$ cat config.mk
export PLATFORM = sky130hd
export DESIGN_NAME = double_ended_queue_core
export DESIGN_NICKNAME = d
export VERILOG_FILES = /design/src/design/deq_pkg.sv /design/src/design/deq_ctrl.sv /design/src/design/deq_datapath.sv /design/src/design/double_ended_queue_core.sv
export SDC_FILE = /design/constraint.sdc
export NUM_CORES = 1
export LEC_CHECK = 0
export BUFFER_PORTS_ARGS = -buffer_cell sky130_fd_sc_hd__buf_2
export CORE_MARGIN = 3
export CORE_UTILIZATION = 40
export CTS_CLUSTER_SIZE = 8
export DETAILED_ROUTE_END_ITERATION = 12
export PLACE_DENSITY = 0.65
export SLEW_MARGIN = 40
export SYNTH_ARGS = -nofsm -noshare
export SYNTH_HDL_FRONTEND = slang
export SYNTH_SLANG_ARGS = --single-unit
export TNS_END_PERCENT = 100
$ cat constraint.sdc
create_clock -name clk -period 4 [get_ports clk]
set_clock_uncertainty 0.1 [all_clocks]
set_input_delay 0 -clock clk [delete_from_list [all_inputs] [get_ports clk]]
set_output_delay 0 -clock clk [all_outputs]
set_load 0.01 [all_outputs]
$ cat src/design/deq_pkg.sv
// ----------------------------------------------------------------------------
// deq_pkg
// Shared constants, codes, types and an index helper for the double-ended queue.
// ----------------------------------------------------------------------------
package deq_pkg;

	// Store geometry
	localparam int DEPTH = 16;
	localparam int IDX_W = $clog2(DEPTH);
	localparam int CNT_W = $clog2(DEPTH + 1);
	// front + count stays below 2*DEPTH
	localparam int SUM_W = IDX_W + 1;

	localparam int OP_W   = 3;
	localparam int STAT_W = 2;
	localparam int WORD_W = 32;

	// Opcodes
	localparam logic [OP_W-1:0] OP_PUSH_FRONT = 3'd0;
	localparam logic [OP_W-1:0] OP_PUSH_BACK  = 3'd1;
	localparam logic [OP_W-1:0] OP_POP_FRONT  = 3'd2;
	localparam logic [OP_W-1:0] OP_POP_BACK   = 3'd3;
	localparam logic [OP_W-1:0] OP_PEEK_FRONT = 3'd4;
	localparam logic [OP_W-1:0] OP_PEEK_BACK  = 3'd5;

	// Result status codes
	localparam logic [STAT_W-1:0] ST_OK    = 2'd0;
	localparam logic [STAT_W-1:0] ST_EMPTY = 2'd1;
	localparam logic [STAT_W-1:0] ST_FULL  = 2'd2;

	// Commands from controller to datapath
	typedef struct packed {
		logic capture;   // latch the accepted request
		logic execute;   // update indices, access the store
		logic load_out;  // move the result into the output register
	} deq_cmd_t;

	// Fold a sum below 2*DEPTH back into the store range
	function automatic logic [IDX_W-1:0] wrap_idx(input logic [SUM_W-1:0] sum);
		logic [SUM_W-1:0] folded;
		folded = (sum >= SUM_W'(DEPTH)) ? (sum - SUM_W'(DEPTH)) : sum;
		return folded[IDX_W-1:0];
	endfunction

endpackage

$ cat src/design/deq_ctrl.sv
// ----------------------------------------------------------------------------
// deq_ctrl
// Controller: sequences accept, execute and result load, and owns the
// output valid flag.
// ----------------------------------------------------------------------------
module deq_ctrl (
	input  logic              clk,
	input  logic              arst_n,
	input  logic              req_valid,
	output logic              req_stall,
	output logic              rsp_valid,
	input  logic              rsp_stall,
	output deq_pkg::deq_cmd_t cmd
);

	localparam logic [1:0] S_IDLE = 2'd0;
	localparam logic [1:0] S_EXEC = 2'd1;
	localparam logic [1:0] S_DONE = 2'd2;

	logic [1:0] state_q;
	logic [1:0] state_d;
	logic       rsp_valid_q;
	logic       req_xfer;
	logic       rsp_xfer;
	logic       out_free;

	assign req_stall = (state_q != S_IDLE);
	assign req_xfer  = req_valid && !req_stall;
	assign rsp_valid = rsp_valid_q;
	assign rsp_xfer  = rsp_valid_q && !rsp_stall;
	// output register can take a new result this cycle
	assign out_free  = !rsp_valid_q || !rsp_stall;

	// Commands
	always_comb begin
		cmd.capture  = req_xfer;
		cmd.execute  = (state_q == S_EXEC);
		cmd.load_out = (state_q == S_DONE) && out_free;
	end

	// Next state
	always_comb begin
		state_d = state_q;
		case (state_q)
			S_IDLE: begin
				if (req_xfer) state_d = S_EXEC;
			end
			S_EXEC: begin
				state_d = S_DONE;
			end
			S_DONE: begin
				if (out_free) state_d = S_IDLE;
			end
			default: begin
				state_d = S_IDLE;
			end
		endcase
	end

	// State and output valid
	always_ff @(posedge clk or negedge arst_n) begin
		if (!arst_n) begin
			state_q     <= S_IDLE;
			rsp_valid_q <= 1'b0;
		end else begin
			state_q <= state_d;
			if (cmd.load_out) rsp_valid_q <= 1'b1;
			else if (rsp_xfer) rsp_valid_q <= 1'b0;
		end
	end

	a_accept_exec: assert property (@(posedge clk) disable iff (!arst_n)
		req_xfer |=> (state_q == S_EXEC))
		else $error("accepted request did not enter execute");

	a_exec_done: assert property (@(posedge clk) disable iff (!arst_n)
		(state_q == S_EXEC) |=> (state_q == S_DONE))
		else $error("execute did not advance to result load");

	a_load_valid: assert property (@(posedge clk) disable iff (!arst_n)
		cmd.load_out |=> rsp_valid_q)
		else $error("loaded result not presented");

endmodule

$ cat src/design/deq_datapath.sv
// ----------------------------------------------------------------------------
// deq_datapath
// Datapath: request latch, circular store with front index and count,
// status generation and the output register.
// ----------------------------------------------------------------------------
module deq_datapath (
	input  logic                              clk,
	input  logic                              arst_n,
	input  deq_pkg::deq_cmd_t                 cmd,
	input  logic        [deq_pkg::OP_W-1:0]   opcode,
	input  logic signed [deq_pkg::WORD_W-1:0] push_value,
	output logic        [deq_pkg::STAT_W-1:0] status,
	output logic signed [deq_pkg::WORD_W-1:0] read_value
);

	logic [deq_pkg::WORD_W-1:0] mem [deq_pkg::DEPTH];

	logic [deq_pkg::OP_W-1:0]   op_q;
	logic [deq_pkg::WORD_W-1:0] value_q;
	logic [deq_pkg::IDX_W-1:0]  front_q;
	logic [deq_pkg::CNT_W-1:0]  count_q;
	logic [deq_pkg::STAT_W-1:0] stat_q;
	logic                       rd_ok_q;
	logic [deq_pkg::WORD_W-1:0] rd_data_q;
	logic [deq_pkg::STAT_W-1:0] status_q;
	logic [deq_pkg::WORD_W-1:0] read_value_q;

	logic                       is_push;
	logic                       is_read;
	logic                       at_front;
	logic                       removes;
	logic                       full;
	logic                       empty;
	logic [deq_pkg::SUM_W-1:0]  front_ext;
	logic [deq_pkg::SUM_W-1:0]  count_ext;
	logic [deq_pkg::IDX_W-1:0]  front_dec;
	logic [deq_pkg::IDX_W-1:0]  front_inc;
	logic [deq_pkg::IDX_W-1:0]  back_free;
	logic [deq_pkg::IDX_W-1:0]  back_last;
	logic [deq_pkg::IDX_W-1:0]  wr_addr;
	logic [deq_pkg::IDX_W-1:0]  rd_addr;
	logic [deq_pkg::STAT_W-1:0] stat_d;
	logic                       do_write;

	// Decode and index arithmetic
	always_comb begin
		is_push  = op_q inside {deq_pkg::OP_PUSH_FRONT, deq_pkg::OP_PUSH_BACK};
		is_read  = op_q inside {deq_pkg::OP_POP_FRONT, deq_pkg::OP_POP_BACK,
			deq_pkg::OP_PEEK_FRONT, deq_pkg::OP_PEEK_BACK};
		at_front = op_q inside {deq_pkg::OP_PUSH_FRONT, deq_pkg::OP_POP_FRONT,
			deq_pkg::OP_PEEK_FRONT};
		removes  = op_q inside {deq_pkg::OP_POP_FRONT, deq_pkg::OP_POP_BACK};
		full     = (count_q == deq_pkg::CNT_W'(deq_pkg::DEPTH));
		empty    = (count_q == '0);

		front_ext = deq_pkg::SUM_W'(front_q);
		count_ext = deq_pkg::SUM_W'(count_q);
		front_dec = (front_q == '0) ? deq_pkg::IDX_W'(deq_pkg::DEPTH - 1)
			: (front_q - 1'b1);
		front_inc = deq_pkg::wrap_idx(front_ext + 1'b1);
		back_free = deq_pkg::wrap_idx(front_ext + count_ext);
		back_last = deq_pkg::wrap_idx(front_ext + count_ext - 1'b1);

		wr_addr  = at_front ? front_dec : back_free;
		rd_addr  = at_front ? front_q : back_last;
		do_write = cmd.execute && is_push && !full;

		stat_d = deq_pkg::ST_OK;
		if (is_push && full) stat_d = deq_pkg::ST_FULL;
		else if (is_read && empty) stat_d = deq_pkg::ST_EMPTY;
	end

	// Request latch
	always_ff @(posedge clk) begin
		if (cmd.capture) begin
			op_q    <= opcode;
			value_q <= push_value;
		end
	end

	// Store: at most one write and one registered read per execute cycle
	always_ff @(posedge clk) begin
		if (do_write) mem[wr_addr] <= value_q;
		if (cmd.execute) rd_data_q <= mem[rd_addr];
	end

	// Front index and count
	always_ff @(posedge clk or negedge arst_n) begin
		if (!arst_n) begin
			front_q <= '0;
			count_q <= '0;
		end else if (cmd.execute) begin
			if (is_push && !full) begin
				count_q <= count_q + 1'b1;
				if (at_front) front_q <= front_dec;
			end else if (removes && !empty) begin
				count_q <= count_q - 1'b1;
				if (at_front) front_q <= front_inc;
			end
		end
	end

	// Status of the executed request
	always_ff @(posedge clk) begin
		if (cmd.execute) begin
			stat_q  <= stat_d;
			rd_ok_q <= is_read && !empty;
		end
	end

	// Output register
	always_ff @(posedge clk) begin
		if (cmd.load_out) begin
			status_q     <= stat_q;
			read_value_q <= rd_ok_q ? rd_data_q : '0;
		end
	end

	assign status     = status_q;
	assign read_value = read_value_q;

	a_count_range: assert property (@(posedge clk) disable iff (!arst_n)
		count_q <= deq_pkg::CNT_W'(deq_pkg::DEPTH))
		else $error("element count beyond store depth");

	a_front_range: assert property (@(posedge clk) disable iff (!arst_n)
		deq_pkg::SUM_W'(front_q) < deq_pkg::SUM_W'(deq_pkg::DEPTH))
		else $error("front index outside store");

endmodule

$ cat src/design/double_ended_queue_core.sv
// ----------------------------------------------------------------------------
// double_ended_queue_core
// Double-ended queue of signed 32-bit words in a circular store.
// ----------------------------------------------------------------------------
// Each request (push front/back, pop front/back, peek front/back) gives one
// response with a status (ok, empty, full) and the word read, zero unless a
// pop or peek succeeds. A request is latched, then updates the indices and
// accesses the store, then the store's registered read data is loaded into the
// output register. req_stall is high from each transfer until the result is
// loaded, so a new request is taken only once the last one is through. The
// output register lets the next request be accepted while a response waits; a
// response not yet taken holds the following one in its result-load state.
// Unused opcodes give ok and zero.
module double_ended_queue_core (
	input  logic                              clk,
	input  logic                              arst_n,
	input  logic                              req_valid,
	output logic                              req_stall,
	input  logic        [deq_pkg::OP_W-1:0]   opcode,
	input  logic signed [deq_pkg::WORD_W-1:0] push_value,
	output logic                              rsp_valid,
	input  logic                              rsp_stall,
	output logic        [deq_pkg::STAT_W-1:0] status,
	output logic signed [deq_pkg::WORD_W-1:0] read_value
);

	deq_pkg::deq_cmd_t cmd;

	// Sequencing
	deq_ctrl u_ctrl (
		.clk       (clk),
		.arst_n    (arst_n),
		.req_valid (req_valid),
		.req_stall (req_stall),
		.rsp_valid (rsp_valid),
		.rsp_stall (rsp_stall),
		.cmd       (cmd)
	);

	// Store and indices
	deq_datapath u_datapath (
		.clk        (clk),
		.arst_n     (arst_n),
		.cmd        (cmd),
		.opcode     (opcode),
		.push_value (push_value),
		.status     (status),
		.read_value (read_value)
	);

endmodule

-- After elaboration in Yosys (flattened, before gate mapping)
Memories as Yosys holds them, arrays and structs flattened. A register that Yosys moved wholly into a read port is not among the register bits.
Cells that the tools add are included.
- register bits after elaboration: 84
- memory bits (writable): 512
- output and inout bits: 36
- logic and storage cells: 83
- memories kept: 1
- memory list (memory ; words ; bits a word ; rd ports ; clocked after memory_dff ; wr ports ; line ; source):
    u_datapath.mem ; 16 ; 32 ; 1 ; 1 ; 1 ; deq_datapath.sv:16 ; logic [deq_pkg::WORD_W-1:0] mem [deq_pkg::DEPTH];
- $add $sub $neg: 9
- magnitude comparators: 3
- equal/unequal tests: 10
- mux-type cells: 20
- reductions and logical operators: 30
- operators by type and width (cell ; count):
    $mux W4 ; 10
    $sub A4 B1 Y4 const B ; 4
    $ge A5 B5 Y1 const B ; 3
    $logic_and A1 B1 Y1 ; 10
    $mux W5 ; 2
    $reduce_bool A2 Y1 ; 5
    $sub A5 B1 Y5 const B ; 2
    $eq A3 B2 Y1 const B ; 2
    $eq A3 B3 Y1 const B ; 2
    $pmux W2 S3 ; 1
    $add A4 B1 Y5 const B ; 1
    $add A4 B5 Y5 ; 1
    $add A5 B1 Y5 const B ; 1
    $eq A5 B5 Y1 const B ; 1
    $logic_not A1 Y1 ; 5
    $logic_not A5 Y1 ; 1
    $mux W1 ; 5
    $logic_not A4 Y1 ; 1
    $mux W2 ; 2
    $ne A2 B1 Y1 const B ; 2
    $reduce_and A2 Y1 ; 2
    $reduce_bool A4 Y1 ; 1
    $eq A3 B1 Y1 const B ; 1
    $logic_not A3 Y1 ; 1
    6 further kinds ; 6

-- Logic depth before layout (Yosys ltp)
- depth in word-level cells: 6
- gate-level depth with buffers: 15
- gate-level depth less buffers: 9

-- Hierarchy
Synthesis repeated with hierarchy kept, for this count alone.
- cells, all modules: 1975
- area total of the unflattened synthesis: 29334.4 µm²
- by module, submodules not included (module ; times used ; cells each ; area each (µm²)):
    deq_datapath ; 1 ; 1960 ; 29194.2
    deq_ctrl ; 1 ; 15 ; 140.1

-- Worst setup path before layout
OpenSTA, ideal clock, no wires.
- path kind: reg2reg
- start: register u_datapath.count_q (netlist bit u_datapath.count_ext[0])
- end: memory u_datapath.mem[11][0] in the netlist's numbering (enable)
- setup time: 421 ps
- arrival: 3223 ps
- required time: 3479 ps
- setup slack: 256 ps
- cell stages (with the launch flop): 10
- buffers on the path: 4
- clock period less this slack: 3744 ps
- cell sequence: dfrtp_1 > ha_1 > buf_2 > buf_4 > buf_6 > buf_6 > nor2_1 > a31oi_1 > nand3_1 > nor2_1
- longest elaborated chain between the ends: 5
- elaborated cells between the ends (all ways): 10
- those cells by class: add/sub: 2; order compare: 1; eq/ne: 1; mux: 4; reduce/logical: 2
- ends and longest elaborated chain (item ; line ; source):
    start, declared ; deq_datapath.sv:21 ; logic [deq_pkg::CNT_W-1:0] count_q;
    start signal, assigned ; deq_datapath.sv:94 ; count_q <= count_q + 1'b1;
    start signal, assigned ; deq_datapath.sv:97 ; count_q <= count_q - 1'b1;
    parallel branches: the longest is 5 deep, another holds $add A4 B5 Y5 ; n/a ;
    end, declared ; deq_datapath.sv:16 ;
Several ways; the timed one is not identified.

-- Worst setup path in the final report
- start: register u_datapath.front_q[0] in the netlist's numbering
- end: memory u_datapath.mem[0][14] in the netlist's numbering (enable)
- longest elaborated chain between the ends: 4
- elaborated cells between the ends (all ways): 8
- those cells by class: add/sub: 3; order compare: 1; mux: 3; reduce/logical: 1
- ends and longest elaborated chain (item ; line ; source):
    start, declared ; deq_datapath.sv:20 ; logic [deq_pkg::IDX_W-1:0] front_q;
    start signal, assigned ; deq_datapath.sv:95 ; if (at_front) front_q <= front_dec;
    start signal, assigned ; deq_datapath.sv:98 ; if (at_front) front_q <= front_inc;
    $add A4 B5 Y5 ; deq_datapath.sv:61 ; back_free = deq_pkg::wrap_idx(front_ext + count_ext);
    $sub A4 B1 Y4 or $ge A5 B5 Y1 (tied branches) ; deq_pkg.sv:41 ; folded = (sum >= SUM_W'(DEPTH)) ? (sum - SUM_W'(DEPTH)) : sum;
    $mux W4 ; deq_pkg.sv:41 ;
    $mux W4 (*) ; deq_datapath.sv:64 ; wr_addr = at_front ? front_dec : back_free;
Every way passes the cells marked *; elsewhere a longest branch is shown, timed or not.

==> results.txt <==
DR vias/cell -> 5.66
Clock H-tree levels -> 3
Slowest Stage Delay on Critical Path -> 0.60 ns
Worst Hold Class -> in2reg
Register area -> 18800 sq um
Gate Count Post-Synth -> 1970
Period utilization -> 87.2%
Register bit total from synthesis -> 628
Max-slew violation count -> 0
Outcome -> finished, final reports clean
Setup TNS -> 0 ns
Dominant synthesized flop cell -> edfxtp_1
Syn Nets -> 2020
ANT cells -> 0
Max transition margin -> 44.8%
Post-DP Area -> 31000 sq um
Final number of hold-violating endpoints -> 0
Layout cells sized above 1 -> 19.9%
Crit path DAT -> 3.72 ns
Detailed-route DRC error count -> 0
Routability cong. -> 0.796
Design Area, Final -> 34200 sq um
Startpoint types -> flop
FMAX -> 0.287 GHz
Clock sink count -> 628
First-pass GRT wire length -> 109 mm
Hold buffer count at cts -> 71
Area grow syn2layout -> 16.6%
Core Rows -> 98
Post-DRT Antenna Nets -> 0
Clock-pin slew on the worst setup and hold paths -> 0.05 ns
RSZ-0062 raised after global routing -> false
Critical path type -> reg2reg
Largest net degree at the start of global routing -> 189
Minimum clock period after layout -> 3.49 ns
Async SR Flop Fraction -> 1.91%
HPWL after DPL -> 39.3 mm
Placement Setup Slack -> 0.508 ns
Iteration-0 DRC Markers -> 1510
Post-Route WL -> 71.7 mm
Post-synth EDFFs -> 616
Core ar. -> 72100 sq um
Average cell area after synthesis -> 14.9 sq um
Crit-path cells -> buf_4, inv_1, ha_1, nor2_1, a21oi_1, and2_1, nand3_1, nor2_4, buf_12
MaxCap Viol Count -> 0
CTS tree -> built
Initial core utilization -> 40.7%
Post-CTS Setup Bufs -> 0
Mapped Area -> 29300 sq um
CP Data Required Time -> 4.23 ns
Average wire per standard cell -> 23.2 um
Die ar. -> 76600 sq um
Slowest CP cell -> nor2_4
Nets -> 2174
Setup ws final -> 0.513 ns
Post-synthesis sequential area ratio -> 64.1%
Total track usage -> 18.4%
Width of the die -> 277 um
CTS Buf Count -> 88
Post-synth cell types -> 50
Die height -> 277 um
Resized Gates After CTS -> 0
Max IR drop VDD -> 0.972 mV
Multi-input logic area -> 9960 sq um
Endpoints failing setup -> 0
Drt first pass iters -> 5
Via total after detailed routing -> 17.5k
Initial antenna violation count -> 2
Crit end category -> flop
Fillcell total -> 6114
Vias in the first global route -> 18.3k
Critical path peak fanout -> 48
Clk_lat worst skew -> 0.63 ns
I/O Pins -> 75
Yosys warnings -> 0
Port bufs -> 74
Leak pwr -> 12.0 nW
Power density cells -> 908 nW/um^2
Max Root-Sink Buffers -> 3
Gr ovfl total -> 0
Worst-margin pin slew -> 0.827 ns
CTS root buf -> clkbuf_16
==> final timing paths <==
| check | startpoint | end | slack, ns | cells after the start |
|---|---|---|---|---|
| max in group asynchronous | arst_n | u_datapath.front_q[0]$_DFFE_PN0P_ | 3.00 | 3 |
| min in group asynchronous | arst_n | u_ctrl.state_q[0]$_DFFE_PN0P_ | 0.34 | 3 |
| setup reg to reg | u_datapath.front_q[0]$_DFFE_PN0P_ | u_datapath.mem[0][14]$_DFFE_PP_ | 0.51 | 9 |
| setup / recovery | u_datapath.front_q[0]$_DFFE_PN0P_ | u_datapath.mem[0][14]$_DFFE_PP_ | 0.51 | 9 |
| hold reg to reg | u_datapath.stat_q[0]$_SDFFCE_PP0N_ | u_datapath.status[0]$_DFFE_PP_ | 0.32 | 0 |
| hold / removal | push_value[5] | u_datapath.value_q[5]$_DFFE_PP_ | 0.02 | 2 |
==> metrics by stage <==
step	utilization (%)	hold WS [ns]	power [mW]	instances
floorplan	-	-0.396	20.6	1970
global placement	43.0	-0.190	24.2	2907
detailed placement	43.0	-0.196	24.4	2909
CTS	47.3	0.000913	31.3	3086
global route	47.4	0.0236	32.9	3090
finish	47.4	0.0228	31.0	3090
==> worst max-delay path, delay by kind of cell, from the launching register on <==
kind / cells / cell delay, ns
fa+ha+maj: 1 / 0.36
simple gates: 4 / 1.16
compound gates: 1 / 0.17
flops: 1 / 0.41
buf+inv: 3 / 0.97
==> layout by cell type, fill, tap and decap left out, types with 3 or more instances in the layout <==
cell type | netlist | layout
nor3_1 | 3 | 3
clkbuf_1 | 52 | 11
nand2_1 | 329 | 329
and2_1 | 34 | 34
nor2_4 | 0 | 17
buf_12 | 0 | 15
a31o_1 | 33 | 33
a211oi_1 | 99 | 99
nand3_1 | 36 | 36
nor2_1 | 32 | 15
mux2i_1 | 230 | 230
xor2_1 | 3 | 3
ha_1 | 10 | 8
mux4_2 | 124 | 124
nor2b_1 | 33 | 33
buf_4 | 10 | 39
inv_1 | 10 | 9
dfrtp_1 | 12 | 10
buf_2 | 70 | 76
clkbuf_16 | 0 | 90
xnor2_1 | 8 | 8
o21ai_0 | 68 | 68
edfxtp_1 | 616 | 616
dlygate4sd3_1 | 0 | 71
mux2_2 | 33 | 33
a21oi_1 | 75 | 74
a21oi_4 | 1 | 4
clkinv_16 | 0 | 3
==> cells in the mapped netlist (all sizes together), types with 4 or more instances <==
cell type / number / area (sq um)
edfxtp: 616 / 18500
clkbuf: 52 / 195
o21ai: 69 / 345
mux2i: 231 / 2320
xor2: 4 / 42.6
a21oi: 79 / 418
a31o: 34 / 298
mux2: 35 / 398
buf: 91 / 534
inv: 11 / 41.3
dfrtp: 12 / 300
a211oi: 99 / 743
nand2: 329 / 1230
ha: 10 / 125
xnor2: 10 / 103
nand3: 36 / 180
and2: 34 / 213
nor2: 32 / 120
nor2b: 33 / 206
mux4: 124 / 2790
==> kinds of logic after synthesis <==
kind of cell / share of synthesized area, %
compound gates: 6.60
flops: 64.1
xor+xnor: 0.495
fa+ha+maj: 0.495
buf+inv: 2.63
mux: 18.8
simple gates: 6.93
==> cell type report <==
class	instances	share of cell area, %
Clock buffer	101	6.71
Clock inverter	5	0.370
Inverter	11	0.121
Multi-Input combinational cell	1188	29.1
Sequential cell	628	55.0
Tap cell	950	3.48
Timing Repair Buffer	207	5.18
==> sequential cells by signal, summed over array words and instances (netlist names) <==
| register | count |
|---|---|
| u_datapath.count_ext | 5 |
| u_datapath.stat_q | 2 |
| u_datapath.status | 2 |
| u_datapath.op_q | 3 |
| u_datapath.rd_data_q | 32 |
| u_datapath.rd_ok_q | 1 |
| u_datapath.mem | 512 |
| u_datapath.front_q | 4 |
| u_ctrl.state_q | 2 |
| u_datapath.read_value | 32 |
| u_datapath.value_q | 32 |
| u_ctrl.rsp_valid | 1 |
==> power by group <==
part           internal, mW  total, mW  switching [mW]
clock                  4.00       6.70            2.70
combinational          6.82       15.6            8.75
sequential             8.29       8.75           0.461
==> routing by layer <==
| layer | up-vias | track usage, % | part of all wire [%] |
|---|---|---|---|
| li1 | 7882 | - | - |
| met1 | 8951 | 24.0 | 42 |
| met2 | 541 | 31.4 | 50 |
| met3 | 128 | 3.03 | 5.5 |
| met4 | 2 | 6.21 | 2.8 |
| met5 | - | 0 | 0.027 |
No activity file was read; power rests on OpenSTA's default activity.
